===== src/rtl/core/ctm_pkg.sv =====
// ----------------------------------------------------------------------------
// ctm_pkg: shared types and constants of the cassette tape modem
// Event codes, register indexes, timing constants and the item, result and
// configuration structs used across the modem modules.
// ----------------------------------------------------------------------------
package ctm_pkg;

	// Tape clock and multiples used by the sample-rate accumulator
	localparam logic [21:0] TAPE_CLK_1 = 22'd1193182;
	localparam logic [21:0] TAPE_CLK_2 = 22'd2386364;
	localparam logic [21:0] TAPE_CLK_3 = 22'd3579546;

	// Load half-periods, in tape clocks
	localparam logic [9:0] HALF_ONE  = 10'd596;
	localparam logic [9:0] HALF_ZERO = 10'd298;

	// Save edge-gap thresholds, in tape clocks
	localparam logic [31:0] GAP_MIN  = 32'd298;
	localparam logic [31:0] GAP_ZERO = 32'd894;
	localparam logic [31:0] GAP_ONE  = 32'd1491;

	// Event codes
	localparam logic [1:0] ACT_TICKS = 2'd0;
	localparam logic [1:0] ACT_LEVEL = 2'd1;
	localparam logic [1:0] ACT_MOTOR = 2'd2;

	// Configuration register indexes
	localparam int CFG_IDX_W  = 3;
	localparam int CFG_DATA_W = 17;
	localparam logic [CFG_IDX_W-1:0] CFG_SAVE_MODE     = 3'd0;
	localparam logic [CFG_IDX_W-1:0] CFG_PCM_MODE      = 3'd1;
	localparam logic [CFG_IDX_W-1:0] CFG_SAMPLE_RATE   = 3'd2;
	localparam logic [CFG_IDX_W-1:0] CFG_WRITE_PROTECT = 3'd3;
	localparam logic [CFG_IDX_W-1:0] CFG_OUT_VOLUME    = 3'd4;

	localparam logic [16:0] RATE_RESET   = 17'd44100;
	localparam logic [6:0]  VOLUME_RESET = 7'd64;

	typedef struct packed {
		logic        save_mode;
		logic        pcm_mode;
		logic [16:0] sample_rate;
		logic        write_protect;
		logic [6:0]  out_volume;
	} cfg_t;

	typedef struct packed {
		logic [1:0] action;
		logic [3:0] tick_count;
		logic       level;
		logic [7:0] tape_byte;
		logic       tape_byte_ok;
	} item_t;

	typedef struct packed {
		logic       input_level;
		logic       byte_taken;
		logic       write_valid;
		logic [7:0] write_byte;
	} result_t;

endpackage


===== src/rtl/core/ctm_rate.sv =====
// ----------------------------------------------------------------------------
// ctm_rate: PCM sample-instant accumulator
// Adds rate times ticks to the running remainder, flags a sample instant and
// reduces the sum modulo the tape clock by compare and subtract.
// ----------------------------------------------------------------------------
module ctm_rate
	import ctm_pkg::*;
(
	input  logic [16:0] sample_rate,
	input  logic [3:0]  tick_count,
	input  logic [20:0] remainder,
	output logic [20:0] remainder_next,
	output logic        hit
);

	logic [20:0] product;
	logic [21:0] total;
	logic [21:0] reduced;

	assign product = sample_rate * tick_count;
	assign total   = {1'b0, product} + {1'b0, remainder};

	always_comb begin
		if (total >= TAPE_CLK_3) begin
			reduced = total - TAPE_CLK_3;
		end else if (total >= TAPE_CLK_2) begin
			reduced = total - TAPE_CLK_2;
		end else if (total >= TAPE_CLK_1) begin
			reduced = total - TAPE_CLK_1;
		end else begin
			reduced = total;
		end
	end

	assign remainder_next = reduced[20:0];
	assign hit            = (total >= TAPE_CLK_1);

endmodule


===== src/rtl/core/ctm_engine.sv =====
// ----------------------------------------------------------------------------
// ctm_engine: modem state and per-event update
// Holds the tape state and computes the next state and the result of one
// event in a single pass.
// ----------------------------------------------------------------------------
module ctm_engine
	import ctm_pkg::*;
(
	input  logic    clk,
	input  logic    arst_n,
	input  logic    advance,
	input  logic    clear,
	input  cfg_t    cfg,
	input  item_t   item,
	output result_t res
);

	logic [31:0] clock_count_q, clock_count_d;
	logic [31:0] last_edge_q, last_edge_d;
	logic [9:0]  half_left_q, half_left_d;
	logic [20:0] rate_rem_q, rate_rem_d;
	logic        motor_q, motor_d;
	logic        out_level_q, out_level_d;
	logic        in_level_q, in_level_d;
	logic [7:0]  pcm_drive_q, pcm_drive_d;
	logic [2:0]  pack_count_q, pack_count_d;
	logic [7:0]  pack_bits_q, pack_bits_d;
	logic [3:0]  unpack_count_q, unpack_count_d;
	logic [7:0]  unpack_bits_q, unpack_bits_d;
	logic        cur_bit_q, cur_bit_d;
	logic [7:0]  tap_a_q, tap_a_d;
	logic [7:0]  tap_b_q, tap_b_d;

	logic [20:0] rem_next;
	logic        rate_hit;
	logic [31:0] gap;
	logic [10:0] smooth_sum;
	logic        smooth_neg;
	logic [3:0]  rest;
	logic [7:0]  merged_bits;

	ctm_rate u_rate (
		.sample_rate    (cfg.sample_rate),
		.tick_count     (item.tick_count),
		.remainder      (rate_rem_q),
		.remainder_next (rem_next),
		.hit            (rate_hit)
	);

	assign gap        = clock_count_q - last_edge_q;
	assign smooth_sum = {{3{tap_a_q[7]}}, tap_a_q} + {{2{tap_b_q[7]}}, tap_b_q, 1'b0}
		+ {{3{item.tape_byte[7]}}, item.tape_byte};
	// quotient by four truncated toward zero is negative only from -4 down
	assign smooth_neg  = ($signed(smooth_sum) < -11'sd3);
	assign rest        = item.tick_count - half_left_q[3:0];
	assign merged_bits = pack_bits_q
		| ((gap >= GAP_ZERO && !cfg.write_protect) ? (8'h80 >> pack_count_q) : 8'h00);

	always_comb begin
		logic next_bit;
		logic motor_clear;
		next_bit       = cur_bit_q;
		motor_clear    = 1'b0;
		clock_count_d  = clock_count_q;
		last_edge_d    = last_edge_q;
		half_left_d    = half_left_q;
		rate_rem_d     = rate_rem_q;
		motor_d        = motor_q;
		out_level_d    = out_level_q;
		in_level_d     = in_level_q;
		pcm_drive_d    = pcm_drive_q;
		pack_count_d   = pack_count_q;
		pack_bits_d    = pack_bits_q;
		unpack_count_d = unpack_count_q;
		unpack_bits_d  = unpack_bits_q;
		cur_bit_d      = cur_bit_q;
		tap_a_d        = tap_a_q;
		tap_b_d        = tap_b_q;
		res            = '0;

		case (item.action)
			ACT_TICKS: begin
				clock_count_d = clock_count_q + {28'd0, item.tick_count};
				if (motor_q && cfg.pcm_mode) begin
					rate_rem_d = rem_next;
					if (rate_hit) begin
						if (cfg.save_mode) begin
							if (!cfg.write_protect) begin
								res.write_valid = 1'b1;
								res.write_byte  = pcm_drive_q;
							end
						end else if (item.tape_byte_ok) begin
							res.byte_taken = 1'b1;
							tap_a_d        = tap_b_q;
							tap_b_d        = item.tape_byte;
							in_level_d     = !smooth_neg;
						end else begin
							in_level_d = 1'b1;
						end
					end
				end else if (motor_q && !cfg.save_mode) begin
					if (half_left_q > {6'd0, item.tick_count}) begin
						half_left_d = half_left_q - {6'd0, item.tick_count};
					end else begin
						in_level_d = ~in_level_q;
						// fetch the next bit on the rising half
						if (!in_level_q) begin
							if (unpack_count_q == 4'd0) begin
								if (item.tape_byte_ok) begin
									res.byte_taken = 1'b1;
									next_bit       = item.tape_byte[7];
									unpack_bits_d  = {item.tape_byte[6:0], 1'b0};
									unpack_count_d = 4'd7;
								end
							end else begin
								next_bit       = unpack_bits_q[7];
								unpack_bits_d  = {unpack_bits_q[6:0], 1'b0};
								unpack_count_d = unpack_count_q - 4'd1;
							end
						end
						cur_bit_d   = next_bit;
						half_left_d = (next_bit ? HALF_ONE : HALF_ZERO) - {6'd0, rest};
					end
				end
			end
			ACT_LEVEL: begin
				if (!motor_q) begin
					in_level_d = item.level;
				end else if (out_level_q != item.level) begin
					out_level_d = item.level;
					if (cfg.pcm_mode) begin
						pcm_drive_d = item.level ? (8'd0 - {1'b0, cfg.out_volume})
							: {1'b0, cfg.out_volume};
					end else if (cfg.save_mode && item.level) begin
						last_edge_d = clock_count_q;
						if (gap >= GAP_MIN && gap < GAP_ONE) begin
							if (pack_count_q == 3'd7) begin
								if (!cfg.write_protect) begin
									res.write_valid = 1'b1;
									res.write_byte  = merged_bits;
								end
								pack_bits_d  = 8'd0;
								pack_count_d = 3'd0;
							end else begin
								pack_bits_d  = merged_bits;
								pack_count_d = pack_count_q + 3'd1;
							end
						end
					end
				end
			end
			ACT_MOTOR: begin
				if (item.level != motor_q) begin
					motor_d     = item.level;
					motor_clear = 1'b1;
				end
			end
			default: begin
			end
		endcase

		if (motor_clear) begin
			rate_rem_d     = '0;
			last_edge_d    = clock_count_q;
			half_left_d    = '0;
			pcm_drive_d    = '0;
			pack_count_d   = '0;
			pack_bits_d    = '0;
			unpack_count_d = '0;
			unpack_bits_d  = '0;
			cur_bit_d      = 1'b0;
			tap_a_d        = '0;
			tap_b_d        = '0;
		end

		res.input_level = in_level_d;
	end

	always_ff @(posedge clk or negedge arst_n) begin
		if (!arst_n) begin
			clock_count_q  <= '0;
			last_edge_q    <= '0;
			half_left_q    <= '0;
			rate_rem_q     <= '0;
			motor_q        <= 1'b0;
			out_level_q    <= 1'b0;
			in_level_q     <= 1'b0;
			pcm_drive_q    <= '0;
			pack_count_q   <= '0;
			pack_bits_q    <= '0;
			unpack_count_q <= '0;
			unpack_bits_q  <= '0;
			cur_bit_q      <= 1'b0;
			tap_a_q        <= '0;
			tap_b_q        <= '0;
		end else if (clear) begin
			last_edge_q    <= clock_count_q;
			half_left_q    <= '0;
			rate_rem_q     <= '0;
			pcm_drive_q    <= '0;
			pack_count_q   <= '0;
			pack_bits_q    <= '0;
			unpack_count_q <= '0;
			unpack_bits_q  <= '0;
			cur_bit_q      <= 1'b0;
			tap_a_q        <= '0;
			tap_b_q        <= '0;
		end else if (advance) begin
			clock_count_q  <= clock_count_d;
			last_edge_q    <= last_edge_d;
			half_left_q    <= half_left_d;
			rate_rem_q     <= rate_rem_d;
			motor_q        <= motor_d;
			out_level_q    <= out_level_d;
			in_level_q     <= in_level_d;
			pcm_drive_q    <= pcm_drive_d;
			pack_count_q   <= pack_count_d;
			pack_bits_q    <= pack_bits_d;
			unpack_count_q <= unpack_count_d;
			unpack_bits_q  <= unpack_bits_d;
			cur_bit_q      <= cur_bit_d;
			tap_a_q        <= tap_a_d;
			tap_b_q        <= tap_b_d;
		end
	end

endmodule


===== src/rtl/core/cassette_tape_modem_unit.sv =====
// ----------------------------------------------------------------------------
// cassette_tape_modem_unit: cassette port modem, top level
// Turns clock-tick, output-level and motor events into tape bytes on save and
// into a cassette input level on load, in pulse-width bit or PCM format.
// ----------------------------------------------------------------------------
//
//  channel   direction  handshake            payload
//  --------  ---------  -------------------  -----------------------------------
//  event     in         in_valid / in_ready  action tick_count level tape_byte
//                                            tape_byte_ok
//  result    out        out_valid/out_ready  input_level byte_taken write_valid
//                                            write_byte
//  config    in         cfg_we (no wait)     cfg_index cfg_data
//
// One event per clock sustained while out_ready stays high. An event is captured
// in the input stage at its transfer and processed from there; the result
// register loads when the engine processes the event and offers the result
// on the result channel. The state update is one pass of logic, so
// back-to-back events never wait on each other; only a stalled result
// register holds the input stage. Reset clears the engine state and the valid
// flags and loads the register defaults; no clearing pass is needed.
// ----------------------------------------------------------------------------
module cassette_tape_modem_unit
	import ctm_pkg::*;
(
	input  logic                  clk,
	input  logic                  arst_n,
	// event channel
	input  logic                  in_valid,
	output logic                  in_ready,
	input  logic [1:0]            action,
	input  logic [3:0]            tick_count,
	input  logic                  level,
	input  logic [7:0]            tape_byte,
	input  logic                  tape_byte_ok,
	// result channel
	output logic                  out_valid,
	input  logic                  out_ready,
	output logic                  input_level,
	output logic                  byte_taken,
	output logic                  write_valid,
	output logic [7:0]            write_byte,
	// configuration
	input  logic                  cfg_we,
	input  logic [CFG_IDX_W-1:0]  cfg_index,
	input  logic [CFG_DATA_W-1:0] cfg_data
);

	cfg_t    cfg_q;
	item_t   item_s1;
	logic    valid_s1;
	result_t res;
	result_t result_q;
	logic    out_valid_q;
	logic    advance;
	logic    clear;

	// Process the staged event whenever the result register is free or draining
	assign advance  = valid_s1 && (!out_valid_q || out_ready);
	assign in_ready = !valid_s1 || advance;

	// Mode and rate writes restart the running state; save_mode only on change
	assign clear = cfg_we && ((cfg_index == CFG_PCM_MODE) || (cfg_index == CFG_SAMPLE_RATE)
		|| ((cfg_index == CFG_SAVE_MODE) && (cfg_data[0] != cfg_q.save_mode)));

	always_ff @(posedge clk or negedge arst_n) begin
		if (!arst_n) begin
			cfg_q.save_mode     <= 1'b0;
			cfg_q.pcm_mode      <= 1'b0;
			cfg_q.sample_rate   <= RATE_RESET;
			cfg_q.write_protect <= 1'b0;
			cfg_q.out_volume    <= VOLUME_RESET;
		end else if (cfg_we) begin
			case (cfg_index)
				CFG_SAVE_MODE:     cfg_q.save_mode     <= cfg_data[0];
				CFG_PCM_MODE:      cfg_q.pcm_mode      <= cfg_data[0];
				CFG_SAMPLE_RATE:   cfg_q.sample_rate   <= cfg_data[16:0];
				CFG_WRITE_PROTECT: cfg_q.write_protect <= cfg_data[0];
				CFG_OUT_VOLUME:    cfg_q.out_volume    <= cfg_data[6:0];
				default: begin
				end
			endcase
		end
	end

	// Input stage: hold the event until the engine takes it
	always_ff @(posedge clk or negedge arst_n) begin
		if (!arst_n) begin
			valid_s1 <= 1'b0;
		end else if (in_valid && in_ready) begin
			valid_s1 <= 1'b1;
		end else if (advance) begin
			valid_s1 <= 1'b0;
		end
	end

	always_ff @(posedge clk) begin
		if (in_valid && in_ready) begin
			item_s1 <= '{action: action, tick_count: tick_count, level: level,
				tape_byte: tape_byte, tape_byte_ok: tape_byte_ok};
		end
	end

	ctm_engine u_engine (
		.clk     (clk),
		.arst_n  (arst_n),
		.advance (advance),
		.clear   (clear),
		.cfg     (cfg_q),
		.item    (item_s1),
		.res     (res)
	);

	// Result register: load on advance, drop after the transfer
	always_ff @(posedge clk or negedge arst_n) begin
		if (!arst_n) begin
			out_valid_q <= 1'b0;
		end else if (advance) begin
			out_valid_q <= 1'b1;
		end else if (out_ready) begin
			out_valid_q <= 1'b0;
		end
	end

	always_ff @(posedge clk) begin
		if (advance) begin
			result_q <= res;
		end
	end

	assign out_valid   = out_valid_q;
	assign input_level = result_q.input_level;
	assign byte_taken  = result_q.byte_taken;
	assign write_valid = result_q.write_valid;
	assign write_byte  = result_q.write_byte;

`ifndef NO_ASSERTIONS
	a_advance_fills: assert property (@(posedge clk) disable iff (!arst_n)
		advance |=> out_valid_q)
		else $error("processed event did not reach the result register");

	a_byte_zero: assert property (@(posedge clk) disable iff (!arst_n)
		(out_valid_q && !result_q.write_valid) |-> (result_q.write_byte == 8'd0))
		else $error("write byte not zero without a write");

	a_read_or_write: assert property (@(posedge clk) disable iff (!arst_n)
		out_valid_q |-> !(result_q.byte_taken && result_q.write_valid))
		else $error("one event both read and wrote the tape");
`endif

endmodule


===== config.mk =====
export PLATFORM = sky130hd
export DESIGN_NAME = cassette_tape_modem_unit
export DESIGN_NICKNAME = d
export VERILOG_FILES = /design/src/rtl/core/ctm_pkg.sv /design/src/rtl/core/ctm_rate.sv /design/src/rtl/core/ctm_engine.sv /design/src/rtl/core/cassette_tape_modem_unit.sv
export SDC_FILE = /design/constraint.sdc
export NUM_CORES = 1
export LEC_CHECK = 0
export BUFFER_PORTS_ARGS = -buffer_cell sky130_fd_sc_hd__buf_2
export CORE_ASPECT_RATIO = 1.4
export CORE_MARGIN = 8
export CORE_UTILIZATION = 49
export DETAILED_ROUTE_END_ITERATION = 12
export GPL_TIMING_DRIVEN = 0
export PLACE_DENSITY = 0.65
export RECOVER_POWER = 50
export SYNTH_ARGS = -nofsm -noshare
export SYNTH_HDL_FRONTEND = slang
export SYNTH_SLANG_ARGS = --single-unit

===== constraint.sdc =====
create_clock -name clk -period 9 [get_ports clk]
set_input_delay 0.9 -clock clk [delete_from_list [all_inputs] [get_ports clk]]
set_output_delay 0.9 -clock clk [all_outputs]
set_load 0.05 [all_outputs]

# Word level (Yosys, flattened, before mapping)
# Index checks and enable logic that the tools add are counted.
word_totals:
  regBits: 202
  latch_bits: 0
  ram_bits: 0
  romBits: 0
  input_bits: 41
  output_inout_bits: 13
  elab_cells: 262
  n_memories: 0
op_classes:
  add_sub_neg: 14
  multipliers: 1
  div_mod_pow: 0
  order_cmp: 8
  n_eq_ne: 16
  n_shift: 1
  muxes: 136
  n_bitwise: 3
  reduce_logical: 52
op_table:
  columns: ["cell", "count"]
  rows:
  - ["$mux W8", 45]
  - ["$mux W32", 8]
  - ["$mux W21", 8]
  - ["$mux W10", 9]
  - ["$mux W9", 10]
  - ["$ge A22 B22 Y1 const B", 2]
  - ["$sub A21 B21 Y21 const B", 2]
  - ["$mux W4", 10]
  - ["$mux W1", 34]
  - ["$reduce_bool A3 Y1", 11]
  - ["$add A32 B4 Y32", 1]
  - ["$ge A32 B10 Y1 const B", 1]
  - ["$ge A32 B9 Y1 const B", 1]
  - ["$lt A32 B11 Y1 const B", 1]
  - ["$sub A32 B32 Y32", 1]
  - ["$mux W3", 10]
  - ["$add A21 B21 Y22", 1]
  - ["$ge A22 B21 Y1 const B", 1]
  - ["$mul A17 B4 Y21", 1]
  - ["$sub A21 B19 Y21 const B", 1]
  - ["$sub A10 B4 Y10", 2]
  - ["$pmux W9 S2", 1]
  - ["$reduce_and A5 Y1", 3]
  - ["$reduce_and A7 Y1", 2]
  - ["other kinds (32)", 65]

# Longest topological paths before layout
depth:
  word_depth: 16
  mapped_depth: 24
  depth_no_buf: 20

# Modules after synthesis
# Synthesis repeated with hierarchy kept, for this count alone.
hier_totals:
  hier_cells: 1846
  area_unflattened_um2: 16432.0
by_module_without_submodules:
  columns: ["module", "n_inst", "cells_each", "area_per_inst_um2", "seq_area_each_um2"]
  rows:
  - ["ctm_engine", 1, 1167, 10022.1, 3628.5]
  - ["ctm_rate", 1, 577, 4360.4, 0.0]
  - ["cassette_tape_modem_unit", 1, 102, 2049.5, 1545.2]

# Worst setup path after synthesis
# OpenSTA, ideal clock, no wires.
synth_path:
  kind: "register -> register"
  startpoint: "register item_s1[11] (netlist name)"
  endpoint: "register u_engine.rate_rem_q[18]"
  setup_time_ps: 95
  arrival_ps: 5588
  setup_slack_ps: 3316
  path_stages_with_launch: 22
  path_buffers: 3
  period_less_slack_ps: 5684
  path_cell_list: "edfxtp_1 > clkbuf_1 > nand2_1 > fa_1 > fa_1 > fa_1 > inv_1 > ha_1 > xnor2_1 > ha_1 > nand3b_1 > o21ai_0 > a2111oi_0 > o311a_1 > o2111ai_2 > and2_1 > buf_4 > buf_4 > o211ai_1 > a32o_1 > xnor2_1 > o31ai_1"
synth_via:
  elab_chain_cells: 11
  word_cells_on_any_way: 16
  classes_between: "4 x add/sub; 1 x mul; 3 x order compare; 8 x mux"
synth_lines:
  columns: ["element", "line_no", "rtl"]
  rows:
  - ["start, declared", "cassette_tape_modem_unit.sv:50", "item_t item_s1;"]
  - ["start signal, assigned", "cassette_tape_modem_unit.sv:99", "item_s1 <= '{action: action, tick_count: tick_count, level: level,"]
  - ["$mul A17 B4 Y21 *", "ctm_rate.sv:20", "assign product = sample_rate * tick_count;"]
  - ["$add A21 B21 Y22 *", "ctm_rate.sv:21", "assign total = {1'b0, product} + {1'b0, remainder};"]
  - ["$sub A21 B21 Y21 or $ge A22 B21 Y1 (tied branches)", "ctm_rate.sv:29, ctm_rate.sv:28", null]
  - ["$mux W21", "ctm_rate.sv:28", "end else if (total >= TAPE_CLK_1) begin"]
  - ["$mux W21", "ctm_rate.sv:26", "end else if (total >= TAPE_CLK_2) begin"]
  - ["$mux W21 *", "ctm_rate.sv:24", "if (total >= TAPE_CLK_3) begin"]
  - ["$mux W21 *", "ctm_engine.sv:84", "if (motor_q && cfg.pcm_mode) begin"]
  - ["$mux W21 *", "ctm_engine.sv:81", "case (item.action)"]
  - ["$mux W21 *", "ctm_engine.sv:162", "if (motor_clear) begin"]
  - ["$mux W21 *", "ctm_engine.sv:208", "end else if (advance) begin"]
  - ["$mux W21 *", "ctm_engine.sv:196", "end else if (clear) begin"]
  - ["end signal, assigned", "ctm_engine.sv:212", "rate_rem_q <= rate_rem_d;"]
  - ["end, declared", "ctm_engine.sv:21", "logic [20:0] rate_rem_q, rate_rem_d;"]
# Mark *: on every way between the ends. The rest lies on a longest branch, timed or not. The select of a mux whose other input is x is not followed.
# A chain may end at the register's enable or synchronous reset.

# Worst setup path after layout
layout_path:
  startpoint: "register item_s1[13] (netlist name)"
  endpoint: "register u_engine.rate_rem_q[12]"
# Same word-level chain as after synthesis.

==> run summary <==
Clk root buf - clkbuf_16
Number of diodes - 0
CTS Buffer Depth - 3
Wire length on met1 - 17,400 um
Htree depth - 1
Share of cells above drive strength 1 - 8.82%
CP Max Fanout - 10
Sink Count - 201
WP depth - 19
Die area - 39,300 um^2
Mapped cell area - 16,300 um^2
Die H - 231 um
Die Wd - 170 um
Top cell by count, worst path - fa_1
EDFF count, synth - 27
Crit-path cells - clkbuf_1 -> nand2_1 -> fa_1 -> fa_1 -> fa_1 -> inv_1 -> ha_1 -> xnor2_1 -> ha_1 -> nand3b_1 -> o21ai_0 -> a2111oi_0 -> o311a_1 -> o2111ai_2 -> nand2_1 -> or3_1 -> a31oi_1 -> xnor2_1 -> o21ai_1
Post-synthesis cell type count - 90
Clock tree from TritonCTS - built
Initial DRC Count - 715
Seq cells post-synth - 201
DRC - 0
WL per Instance - 18.2 um
Crit share post-route - 82.3%
Largest net degree at the start of global routing - 95
Number of global-route vias before repair - 14,211
Slew @ Worst Pin - 4.41 ns
First-pass GRT wire length - 72,200 um
CP top delay family - adder cells
Clk Latency, worst-skew pair - 0.55 ns
Hold WC Path Type - reg2reg
Met3 routed WL - 1210 um
RD Place Congestion - 0.908
Cell Rows - 79
Worst R2R Path Depth - 19
Global-route usage over all layers - 22.4%
Max Freq - 135 MHz
Post-CTS resize count - 0
Starting Density - 49.2%
Critical Path RT - 9.40 ns
Worst stage delay on the critical path - 0.79 ns
Unrepaired setup endpoints after global routing - false
Cts bufs inserted - 23
Crit Path Class - reg2reg
Layout overhead on the synthesized area - 9.78%
Pre-antenna DRT Iters - 5
Vias per cell - 5.80
Grt total ovfl - 0
Slew headroom - -194%
Initial antenna violation count - 0
Ys async rst share - 86.6%
Synth Net Count - 2,047
DR vias - 13,825
Outcome - finished, violations left
Dpl hpwl - 33,900 um
Hold Violations, Final - 0
I/O pin cnt - 54
Failing checks - capacitance limit, slew limit
Met2 wire length - 22,700 um
CP Capture Type - flop
Worst Skew - 0.0229 ns
Avg Cell Area, Syn - 8.82 um^2
Critical path's slowest cell - xnor2_1
# port buffers - 52
Setup violators final - 0
Sequential share of the synthesized area - 31.8%
Ys flop type - dfrtp_1
Filler cell count - 3,104
Critical path arrival - 7.81 ns
CP Launch Type - flop
Worst-path clk slew - 0.06 ns
Setup TNS - 0 ns
Top layer in use - met4
Layout net count - 2,125
Max_cap viols - 2
Fin. max-slew vios - 177
Placeable Area - 33,000 um^2
Post-CTS setup repair buffer count - 0
Cell count after synthesis - 1,843
Syn. warnings - 0
Minimum clock period - 7.41 ns
Worst path buffer plus inverter count - 2
Hold Crit Depth - 1
Post-DRT Antenna Nets - 0
Final wirelength - 43,300 um
# hold bufs at CTS - 0
cell type report:
class | count | area [um^2] | share of cell area [%]
inverter | 161 | 604 | 3.39
multi-input combinational | 1408 | 10200 | 57.0
clock inverter | 4 | 62.6 | 0.351
timing repair buffer | 53 | 263 | 1.47
tap | 445 | 557 | 3.12
clock buffer | 38 | 702 | 3.93
buffer | 73 | 309 | 1.73
sequential | 201 | 5170 | 29.0
synthesized netlist by cell type, drive strengths merged (18+ instances only):
master,count,area share (%)
clkbuf,54,1.2
o21ai,153,4.7
nand2b,19,0.73
xnor2,70,3.8
o31ai,26,1.2
inv,161,3.7
dfrtp,167,26
nor3,24,0.74
edfxtp,27,5.0
and2,72,2.8
buf,19,0.65
fa,55,6.8
nand4,18,0.69
and3,21,0.81
a21oi,103,3.3
nand3,52,1.6
ha,108,8.3
nor2b,19,0.73
a21o,35,1.6
nor2,93,2.2
mux2,26,1.8
nand2,200,4.6
xor2,29,1.6
registers in the layout (all words and copies together), names as in the netlist, 3 cells and up:
| signal | flops |
|---|---|
| u_engine.rate_rem_q | 21 |
| u_engine.last_edge_q | 32 |
| u_engine.clock_count_q | 32 |
| u_engine.unpack_bits_q | 7 |
| u_engine.pack_bits_q | 8 |
| u_engine.unpack_count_q | 4 |
| item_s1 | 16 |
| u_engine.tap_b_q | 8 |
| cfg_q | 27 |
| u_engine.tap_a_q | 8 |
| u_engine.pack_count_q | 3 |
| write_byte | 8 |
| u_engine.pcm_drive_q | 8 |
| u_engine.half_left_q | 10 |
cells by family after synthesis:
group	after synthesis	share of synthesized area [%]
adders and majority gates	163	15.1
muxes	41	2.73
and+or+nand+nor	594	18.4
AOI/OAI and AO/OA	511	21.0
DFF	201	31.8
xor gates and xnor gates	99	5.38
buffers and inverters	234	5.62
final timing paths:
check,start,endpoint,slack [ns]
hold reg to reg,u_engine.unpack_count_q[3],u_engine.unpack_count_q[3],0.48
hold / removal,u_engine.unpack_count_q[3],u_engine.unpack_count_q[3],0.48
setup reg to reg,item_s1[13],u_engine.rate_rem_q[12],1.59
min in group asynchronous,arst_n,u_engine.clock_count_q[19],1.90
max in group asynchronous,arst_n,cfg_q[17],3.00
setup / recovery,item_s1[13],u_engine.rate_rem_q[12],1.59
layout by cell type (no fill, tap or decap), types with 16 or more instances in the layout:
cell,instances
edfxtp_1,27
mux2_2,26
nor2b_1,19
a31oi_1,17
ha_1,108
o31ai_1,26
a21oi_1,98
and3_1,21
xor2_1,29
nor3_1,24
o21ai_0,103
fa_1,55
clkbuf_16,23
clkbuf_1,64
nand2_1,199
inv_1,160
o21ai_1,49
xnor2_1,69
o21bai_1,17
nand4_1,18
and2_1,70
buf_2,66
o21a_1,16
dfrtp_1,167
nand2b_1,19
a21o_1,35
nor2_1,92
nand3_1,52
routing by layer:
metal	up-vias	global-route usage (%)
met5	-	0
met4	0	10.2
met3	116	1.98
met2	285	41.5
met1	6731	25.6
li1	6693	-
metrics by stage:
step	std cells	hold slack, ns	instance area (um^2)	utilization (%)	worst slack, ns
floorplan	1843	0.446	16300	-	3.32
global placement	2340	0.455	17100	51.7	1.49
detailed placement	2341	0.467	17100	51.8	1.62
CTS	2383	0.345	17900	54.1	1.55
global route	2383	0.503	17800	54.0	1.25
finish	2383	0.480	17800	54.0	1.59
Power is not shown: default switching activity piles up to over one toggle a cycle in this logic, so the estimate is an artifact.
